File: config.mk
export PLATFORM = sky130hd
export DESIGN_NAME = char_lcd_nibble_sequencer
export DESIGN_NICKNAME = d
export VERILOG_FILES = /design/src/rtl/core/clcd_pkg.sv /design/src/rtl/core/char_lcd_nibble_sequencer.sv /design/src/rtl/core/clcd_ctrl.sv /design/src/rtl/core/clcd_dp.sv
export SDC_FILE = /design/constraint.sdc
export NUM_CORES = 1
export LEC_CHECK = 0
export ABC_AREA = 0
export CAP_MARGIN = 0
export CORE_ASPECT_RATIO = 0.9
export CORE_MARGIN = 10
export CORE_UTILIZATION = 68
export DETAILED_ROUTE_END_ITERATION = 8
export DONT_BUFFER_PORTS = 1
export PLACE_DENSITY = 0.81
export SETUP_SLACK_MARGIN = 0.02
export SYNTH_ARGS = -nofsm -noshare
export SYNTH_HDL_FRONTEND = slang
export SYNTH_SLANG_ARGS = --single-unit
File: constraint.sdc
create_clock -name i_clk -period 8.7 [get_ports i_clk]
set_input_delay 0 -clock i_clk [delete_from_list [all_inputs] [get_ports i_clk]]
set_output_delay 0 -clock i_clk [all_outputs]
set_load 0.02 [all_outputs]
File: src/rtl/core/clcd_pkg.sv
// shared types, constants and phase tables for the character lcd nibble sequencer
// no dependencies; imported by every module of the block
`default_nettype none

package clcd_pkg;

    localparam int unsigned CMD_W    = 3;
    localparam int unsigned BYTE_W   = 8;
    localparam int unsigned BASE_W   = 7;
    localparam int unsigned NIB_W    = 4;
    localparam int unsigned HOLD_W   = 16;
    localparam int unsigned IDX_W    = 4;
    localparam int unsigned SUB_W    = 3;
    localparam int unsigned CFG_IDX_W = 2;
    localparam int unsigned NUM_LINES = 4;

    localparam logic [BYTE_W-1:0] ROW_LAST   = 8'd3;
    localparam logic [BYTE_W-1:0] GOTO_FLAG  = 8'h80;

    localparam logic [IDX_W-1:0] INIT_LAST     = 4'd8;
    localparam logic [IDX_W-1:0] CONF_WAIT_IDX = 4'd4;
    localparam logic [SUB_W-1:0] SUB_LAST      = 3'd5;

    localparam logic [HOLD_W-1:0] HOLD_NONE    = 16'd0;
    localparam logic [HOLD_W-1:0] HOLD_STROBE  = 16'd1;
    localparam logic [HOLD_W-1:0] HOLD_SETTLE  = 16'd4;
    localparam logic [HOLD_W-1:0] HOLD_EXEC    = 16'd160;
    localparam logic [HOLD_W-1:0] HOLD_PWR_UP  = 16'd60000;
    localparam logic [HOLD_W-1:0] HOLD_WAKE1   = 16'd16400;
    localparam logic [HOLD_W-1:0] HOLD_WAKE2   = 16'd400;
    localparam logic [HOLD_W-1:0] HOLD_CLEAR   = 16'd6560;

    localparam logic [NIB_W-1:0] NIB_ZERO  = 4'h0;
    localparam logic [NIB_W-1:0] NIB_WAKE  = 4'h3;
    localparam logic [NIB_W-1:0] NIB_4BIT  = 4'h2;
    localparam logic [NIB_W-1:0] NIB_CLEAR = 4'h1;

    localparam logic [BASE_W-1:0] LINE_BASE_RST [NUM_LINES] = '{7'd0, 7'd64, 7'd20, 7'd84};

    typedef enum logic [CMD_W-1:0] {
        CMD_INIT  = 3'd0,
        CMD_CONF  = 3'd1,
        CMD_INSTR = 3'd2,
        CMD_DATA  = 3'd3,
        CMD_GOTO  = 3'd4
    } t_cmd;

    typedef enum logic [1:0] {
        ST_IDLE,
        ST_INIT,
        ST_CONF,
        ST_BYTE
    } t_state;

    typedef enum logic [1:0] {
        SRC_INIT,
        SRC_CONF,
        SRC_BYTE,
        SRC_WAIT
    } t_src;

    // packs with nibble in the lowest bits
    typedef struct packed {
        logic [HOLD_W-1:0] hold;
        logic              en;
        logic              rs;
        logic [NIB_W-1:0]  nibble;
    } t_phase;

    typedef struct packed {
        logic             load;
        logic             emit;
        t_src             src;
        logic [IDX_W-1:0] idx;
        logic [SUB_W-1:0] sub;
        logic             last;
    } t_dp_cmd;

    // power-up wait followed by the wake pulses 3,3,3,2
    function automatic t_phase init_phase(input logic [IDX_W-1:0] idx);
        t_phase p;
        p.rs = 1'b0;
        unique case (idx)
            4'd0: begin p.nibble = NIB_ZERO; p.en = 1'b0; p.hold = HOLD_PWR_UP; end
            4'd1: begin p.nibble = NIB_WAKE; p.en = 1'b1; p.hold = HOLD_STROBE; end
            4'd2: begin p.nibble = NIB_WAKE; p.en = 1'b0; p.hold = HOLD_WAKE1;  end
            4'd3: begin p.nibble = NIB_WAKE; p.en = 1'b1; p.hold = HOLD_STROBE; end
            4'd4: begin p.nibble = NIB_WAKE; p.en = 1'b0; p.hold = HOLD_WAKE2;  end
            4'd5: begin p.nibble = NIB_WAKE; p.en = 1'b1; p.hold = HOLD_STROBE; end
            4'd6: begin p.nibble = NIB_WAKE; p.en = 1'b0; p.hold = HOLD_EXEC;   end
            4'd7: begin p.nibble = NIB_4BIT; p.en = 1'b1; p.hold = HOLD_STROBE; end
            default: begin p.nibble = NIB_4BIT; p.en = 1'b0; p.hold = HOLD_EXEC; end
        endcase
        return p;
    endfunction

    // function set, entry mode, display on, clear
    function automatic logic [BYTE_W-1:0] conf_byte(input logic [IDX_W-1:0] idx);
        logic [BYTE_W-1:0] b;
        unique case (idx[1:0])
            2'd0:    b = 8'h28;
            2'd1:    b = 8'h06;
            2'd2:    b = 8'h0C;
            default: b = 8'h01;
        endcase
        return b;
    endfunction

endpackage

`default_nettype wire

File: src/rtl/core/char_lcd_nibble_sequencer.sv
// Character LCD nibble sequencer for a 4-bit bus. Each accepted command becomes a run of
// pin phases (nibble, RS, E, hold time in 0.25 us units), the run's final phase marked by
// m_axis_tlast. One command is worked at a time: the sequencer takes a transfer while idle
// and then emits one phase per cycle while the output register drains. Codes 5 to 7 are
// taken and dropped with no output. The user must write the line base registers through
// the cfg port only while no run is in progress; the block itself does not enforce this.
// Depends on clcd_pkg, clcd_ctrl and clcd_dp.
`default_nettype none

module char_lcd_nibble_sequencer
    import clcd_pkg::*;
(
    input  wire logic                 i_clk,
    input  wire logic                 i_rst_n,
    input  wire logic                 i_cfg_we,
    input  wire logic [CFG_IDX_W-1:0] i_cfg_index,
    input  wire logic [BASE_W-1:0]    i_cfg_data,
    input  wire logic                 s_axis_tvalid,
    output logic                      s_axis_tready,
    // [2:0] command, [10:3] value, [18:11] column, [26:19] row, [31:27] zero
    input  wire logic [31:0]          s_axis_tdata,
    output logic                      m_axis_tvalid,
    input  wire logic                 m_axis_tready,
    // [3:0] nibble, [4] reg_select, [5] enable, [21:6] hold_quarter_us, [23:22] zero
    output logic [23:0]               m_axis_tdata,
    output logic                      m_axis_tlast
);

    t_dp_cmd dp_cmd;
    logic    can_emit;
    logic    in_ready;
    t_phase  out_phase;

    clcd_ctrl u_ctrl (
        .i_clk      (i_clk),
        .i_rst_n    (i_rst_n),
        .i_in_valid (s_axis_tvalid),
        .i_in_cmd   (s_axis_tdata[2:0]),
        .i_can_emit (can_emit),
        .o_in_ready (in_ready),
        .o_dp_cmd   (dp_cmd)
    );

    clcd_dp u_dp (
        .i_clk       (i_clk),
        .i_rst_n     (i_rst_n),
        .i_cfg_we    (i_cfg_we),
        .i_cfg_index (i_cfg_index),
        .i_cfg_data  (i_cfg_data),
        .i_cmd       (s_axis_tdata[2:0]),
        .i_value     (s_axis_tdata[10:3]),
        .i_column    (s_axis_tdata[18:11]),
        .i_row       (s_axis_tdata[26:19]),
        .i_dp_cmd    (dp_cmd),
        .i_out_ready (m_axis_tready),
        .o_can_emit  (can_emit),
        .o_out_valid (m_axis_tvalid),
        .o_out_phase (out_phase),
        .o_out_last  (m_axis_tlast)
    );

    assign s_axis_tready = in_ready;
    assign m_axis_tdata  = {2'b00, out_phase};

    // a known command starts a run, so the input side closes next cycle
    a_busy_after_start: assert property (@(posedge i_clk) disable iff (!i_rst_n)
        s_axis_tvalid && s_axis_tready && (s_axis_tdata[2:0] <= CMD_GOTO)
        |=> !s_axis_tready)
        else $error("input still open after a command was taken");

    // while idle, anything still waiting at the output must close its run
    a_idle_only_last: assert property (@(posedge i_clk) disable iff (!i_rst_n)
        s_axis_tready && m_axis_tvalid |-> m_axis_tlast)
        else $error("idle with an unfinished run at the output");

    // the strobe phase is always one quarter microsecond
    a_strobe_hold: assert property (@(posedge i_clk) disable iff (!i_rst_n)
        m_axis_tvalid && m_axis_tdata[5] |-> (m_axis_tdata[21:6] == HOLD_STROBE))
        else $error("strobe phase with wrong hold time");

endmodule

`default_nettype wire

File: src/rtl/core/clcd_ctrl.sv
// sequencing state machine: walks the phases of each command
// depends on clcd_pkg; drives the datapath through t_dp_cmd
`default_nettype none

module clcd_ctrl
    import clcd_pkg::*;
(
    input  wire logic             i_clk,
    input  wire logic             i_rst_n,
    input  wire logic             i_in_valid,
    input  wire logic [CMD_W-1:0] i_in_cmd,
    input  wire logic             i_can_emit,
    output logic                  o_in_ready,
    output t_dp_cmd               o_dp_cmd
);

    t_state             r_state, n_state;
    logic [IDX_W-1:0]   r_idx, n_idx;
    logic [SUB_W-1:0]   r_sub, n_sub;

    always_ff @(posedge i_clk) begin
        if (!i_rst_n) begin
            r_state <= ST_IDLE;
            r_idx   <= '0;
            r_sub   <= '0;
        end else begin
            r_state <= n_state;
            r_idx   <= n_idx;
            r_sub   <= n_sub;
        end
    end

    always_comb begin
        n_state         = r_state;
        n_idx           = r_idx;
        n_sub           = r_sub;
        o_in_ready      = 1'b0;
        o_dp_cmd.load   = 1'b0;
        o_dp_cmd.emit   = 1'b0;
        o_dp_cmd.src    = SRC_BYTE;
        o_dp_cmd.idx    = r_idx;
        o_dp_cmd.sub    = r_sub;
        o_dp_cmd.last   = 1'b0;
        unique case (r_state)
            ST_IDLE: begin
                o_in_ready = 1'b1;
                n_idx      = '0;
                n_sub      = '0;
                if (i_in_valid) begin
                    o_dp_cmd.load = 1'b1;
                    case (i_in_cmd)
                        CMD_INIT:                      n_state = ST_INIT;
                        CMD_CONF:                      n_state = ST_CONF;
                        CMD_INSTR, CMD_DATA, CMD_GOTO: n_state = ST_BYTE;
                        default:                       n_state = ST_IDLE;
                    endcase
                end
            end
            ST_INIT: begin
                o_dp_cmd.src  = SRC_INIT;
                o_dp_cmd.last = (r_idx == INIT_LAST);
                if (i_can_emit) begin
                    o_dp_cmd.emit = 1'b1;
                    n_idx = r_idx + 1'b1;
                    if (r_idx == INIT_LAST) n_state = ST_IDLE;
                end
            end
            ST_CONF: begin
                if (r_idx == CONF_WAIT_IDX) begin
                    o_dp_cmd.src  = SRC_WAIT;
                    o_dp_cmd.last = 1'b1;
                end else begin
                    o_dp_cmd.src  = SRC_CONF;
                end
                if (i_can_emit) begin
                    o_dp_cmd.emit = 1'b1;
                    if (r_idx == CONF_WAIT_IDX) begin
                        n_state = ST_IDLE;
                    end else if (r_sub == SUB_LAST) begin
                        n_sub = '0;
                        n_idx = r_idx + 1'b1;
                    end else begin
                        n_sub = r_sub + 1'b1;
                    end
                end
            end
            ST_BYTE: begin
                o_dp_cmd.src  = SRC_BYTE;
                o_dp_cmd.last = (r_sub == SUB_LAST);
                if (i_can_emit) begin
                    o_dp_cmd.emit = 1'b1;
                    n_sub = r_sub + 1'b1;
                    if (r_sub == SUB_LAST) n_state = ST_IDLE;
                end
            end
            default: n_state = ST_IDLE;
        endcase
    end

endmodule

`default_nettype wire

File: src/rtl/core/clcd_dp.sv
// datapath: line base registers, latched command byte, phase builder and output register
// depends on clcd_pkg; steered by clcd_ctrl
`default_nettype none

module clcd_dp
    import clcd_pkg::*;
(
    input  wire logic                 i_clk,
    input  wire logic                 i_rst_n,
    input  wire logic                 i_cfg_we,
    input  wire logic [CFG_IDX_W-1:0] i_cfg_index,
    input  wire logic [BASE_W-1:0]    i_cfg_data,
    input  wire logic [CMD_W-1:0]     i_cmd,
    input  wire logic [BYTE_W-1:0]    i_value,
    input  wire logic [BYTE_W-1:0]    i_column,
    input  wire logic [BYTE_W-1:0]    i_row,
    input  wire t_dp_cmd              i_dp_cmd,
    input  wire logic                 i_out_ready,
    output logic                      o_can_emit,
    output logic                      o_out_valid,
    output t_phase                    o_out_phase,
    output logic                      o_out_last
);

    logic [BASE_W-1:0] r_line_base [NUM_LINES];
    logic [BYTE_W-1:0] r_byte;
    logic              r_rs;
    logic              r_out_valid;
    t_phase            r_out_phase;
    logic              r_out_last;

    logic [CFG_IDX_W-1:0] row_sel;
    logic [BYTE_W-1:0]    goto_addr;
    logic [BYTE_W-1:0]    n_byte;
    logic [BYTE_W-1:0]    cur_byte;
    logic [NIB_W-1:0]     hi_nib, lo_nib;
    t_phase               n_phase;

    always_ff @(posedge i_clk) begin
        if (!i_rst_n) begin
            for (int i = 0; i < NUM_LINES; i++) r_line_base[i] <= LINE_BASE_RST[i];
        end else if (i_cfg_we) begin
            r_line_base[i_cfg_index] <= i_cfg_data;
        end
    end

    // rows above the last one fall back to row 0
    assign row_sel   = (i_row > ROW_LAST) ? '0 : i_row[CFG_IDX_W-1:0];
    assign goto_addr = {1'b0, r_line_base[row_sel]} + i_column;
    assign n_byte    = (i_cmd == CMD_GOTO) ? (GOTO_FLAG | goto_addr) : i_value;

    always_ff @(posedge i_clk) begin
        if (i_dp_cmd.load) begin
            r_byte <= n_byte;
            r_rs   <= (i_cmd == CMD_DATA);
        end
    end

    assign cur_byte = (i_dp_cmd.src == SRC_CONF) ? conf_byte(i_dp_cmd.idx) : r_byte;
    assign hi_nib   = cur_byte[BYTE_W-1:NIB_W];
    assign lo_nib   = cur_byte[NIB_W-1:0];

    always_comb begin
        n_phase = init_phase(i_dp_cmd.idx);
        unique case (i_dp_cmd.src)
            SRC_INIT: n_phase = init_phase(i_dp_cmd.idx);
            SRC_WAIT: begin
                n_phase.nibble = NIB_CLEAR;
                n_phase.rs     = 1'b0;
                n_phase.en     = 1'b0;
                n_phase.hold   = HOLD_CLEAR;
            end
            default: begin
                // three phases per nibble: set, strobe high, strobe low
                n_phase.rs     = (i_dp_cmd.src == SRC_BYTE) ? r_rs : 1'b0;
                n_phase.nibble = (i_dp_cmd.sub < 3'd3) ? hi_nib : lo_nib;
                case (i_dp_cmd.sub)
                    3'd0, 3'd3: begin n_phase.en = 1'b0; n_phase.hold = HOLD_NONE;   end
                    3'd1, 3'd4: begin n_phase.en = 1'b1; n_phase.hold = HOLD_STROBE; end
                    3'd2:       begin n_phase.en = 1'b0; n_phase.hold = HOLD_SETTLE; end
                    default:    begin n_phase.en = 1'b0; n_phase.hold = HOLD_EXEC;   end
                endcase
            end
        endcase
    end

    assign o_can_emit = !r_out_valid || i_out_ready;

    always_ff @(posedge i_clk) begin
        if (!i_rst_n) begin
            r_out_valid <= 1'b0;
        end else if (i_dp_cmd.emit) begin
            r_out_valid <= 1'b1;
        end else if (i_out_ready) begin
            r_out_valid <= 1'b0;
        end
    end

    always_ff @(posedge i_clk) begin
        if (i_dp_cmd.emit) begin
            r_out_phase <= n_phase;
            r_out_last  <= i_dp_cmd.last;
        end
    end

    assign o_out_valid = r_out_valid;
    assign o_out_phase = r_out_phase;
    assign o_out_last  = r_out_last;

endmodule

`default_nettype wire

==> reports/qor.txt <==
chip width: 99.5 microns
Setup Buffers After CTS: 0
DRC: 0
setup_tns: 0 ns
Routed WL per cell: 19.9 microns
Syn Area/Cell: 11.1 sq um
setup violators final: 0
Yosys warnings: 0
CTS root buf: clkbuf_8
Switch Pwr: 0.258 mW
Worst Tran Pin Value: 0.890 ns
status: finished clean
Num CTS Buffers: 9
max-slew violation count: 0
count of final hold-check violations: 0
# Max-Cap Violations: 0
worst path required time: 8.80 ns
Worst-path clk slew: 0.07 ns
Final period util: 0.343
# H-tree levels: 3
Crit. End Element: flip-flop
setup ws final: 5.72 ns
total gr overflow: 0
CTS sink count: 72
register area share after synthesis: 0.510
element type at the critical path start: input port
Setup CP Type: in -> reg
Vias per Instance: 6.10
die area: 0.00911 sq mm
Synth async-reset ratio: 0
fmax: 0.335 GHz
Tot GR Track Use: 0.198
min Tclk post-route: 2.98 ns
Worst Path Arrival: 3.08 ns
synthesized flop and latch total: 72
first-pass GRT wire length: 14100 microns
largest area contributor in the netlist: edfxtp_1
TritonRoute pass-1 iters: 5
relative slew slack: 0.405
I/O pins: 73
Seq pwr share: 0.501
largest net degree at the start of global routing: 17
Switching Share: 0.293
Post-Route Skew: 0.00657 ns
n_diodes: 0
VDD IR-drop max: 0.000144 V
row cnt: 25
cell count after synthesis: 350
synth top area cells: edfxtp_1 (41%), dfxtp_1 (9.8%), ha_1 (6.8%), and2_1 (4.4%), a21oi_1 (3.0%)
Final Instance Area: 0.00427 sq mm
initial antenna violation count: 0
Post-DP HPWL: 6260 microns
CTS tree: done
DP Worst Slack: 5.39 ns
Post-synth EDFFs: 53
Main synth FF type: edfxtp_1
ANT nets after route: 0
HP Class: in -> reg
most common cell after layout, fill and taps aside: edfxtp_1
dpl cell area: 0.00384 sq mm
P&R area growth vs syn: 10.2%
final wirelength: 8790 microns
Clk Latency, worst-skew pair: 0.35 ns
RSZ-0062 raised after global routing: no
initial core utilization: 0.719
Die Height: 91.6 microns
distinct cell type count after synthesis: 55
via count: 2697
Clk pwr share: 0.292
Worst R2R Setup Slack: 5.99 ns
internal power: 0.622 mW
Tot Pwr: 0.880 mW
share of the synthesized area in the top cell type: 0.411
Max Buffers Root-to-Sink: 2
Core Region: 0.00538 sq mm
PwrDens: 206 mW/mm^2
drt first-iter violations: 280
Comb power frac: 0.207
post-synthesis cell area: 0.00387 sq mm
Leak Pwr: 1.63 nW
number of global-route vias before repair: 2679
most frequent cells in the layout: edfxtp_1 (53), nor2_1 (27), and2_1 (27), a21oi_1 (23), dlygate4sd3_1 (23)
Routability Congestion: 0.889
layout cells sized above 1: 0.0960
maximum fanout along the worst path: 12
nets: 438
Port-buffer cells: 0
==> cell usage after synthesis, types with 9 or more instances <==
cell type,count
a21oi_1,23
and2_1,27
inv_1,17
nand2_1,22
edfxtp_1,53
o21ai_0,13
mux2i_1,11
buf_4,10
nor2_1,27
ha_1,21
nand2b_1,9
dfxtp_1,19
==> per-layer routing <==
metal	part of all wire	vias to the layer above	GRT usage
li1	-	1270	-
met4	0.015	0	0.0609
met3	0.11	19	0.0886
met5	0	-	0
met2	0.46	124	0.308
met1	0.41	1284	0.241
==> area by class of cell <==
| class | instances | area [sq um] |
|---|---|---|
| sequential | 72 | 1970 |
| multi-input combinational | 247 | 1720 |
| fill | 332 | 1110 |
| timing repair buffer | 23 | 230 |
| clock buffer | 15 | 189 |
| tap | 67 | 83.8 |
| inverter | 17 | 63.8 |
| clock inverter | 1 | 6.26 |
==> stage by stage <==
stage,hold slack [ns],instances,util
after floorplan,0.178,354,-
after global placement,0.152,403,0.714
after detailed placement,0.150,403,0.714
after CTS,0.00211,442,0.793
after global routing,0.0222,442,0.793
final,0.0101,442,0.793
==> worst max-delay path, cell delays in order <==
cell and delay, ns:
or4_4 0.54, nor2_4 0.13, nand2_1 0.29, a211oi_1 0.34, a21oi_1 0.11, ha_1 0.25
fa_1 0.43, a211oi_1 0.26, o21bai_1 0.11, a21oi_1 0.17, xor2_1 0.20, xnor2_1 0.16
o21ai_1 0.08
==> worst paths after layout <==
path | to | startpoint | cells after the start
setup / recovery | u_dp.r_byte[6]$_DFFE_PP_ | s_axis_tdata[26] | 13
hold / removal | u_dp.r_byte[0]$_DFFE_PP_ | s_axis_tdata[11] | 2
setup reg to reg | u_dp.r_byte[6]$_DFFE_PP_ | u_dp.r_line_base[1][0]$_SDFFCE_PN0P_ | 11
hold reg to reg | u_ctrl.r_state[1]$_SDFFE_PN0P_ | u_ctrl.r_state[1]$_SDFFE_PN0P_ | 2
==> kinds of logic after synthesis <==
| logic type | count (synthesis) | synth area share |
|---|---|---|
| flops | 72 | 0.510 |
| mux | 15 | 0.0430 |
| compound gates | 65 | 0.113 |
| simple gates | 130 | 0.188 |
| xor+xnor | 10 | 0.0226 |
| buf+inv | 35 | 0.0498 |
| fa+ha+maj | 22 | 0.0731 |
| other cells | 1 | 0.000969 |
==> power by group through the flow <==
stage	combinational, mW	clock, mW	sequential, mW
after floorplan	0.142	0	0.440
after global routing	0.201	0.276	0.445
after global placement	0.160	0	0.447
final	0.182	0.257	0.441
after detailed placement	0.168	0	0.448
after CTS	0.178	0.258	0.441
==> what timing repair did <==
item,4_1_cts,5_1_grt
gates resized for setup,0,0
endpoints found under the hold margin,46,0
hold buffers,23,0
(Power assumes the default switching activity.)
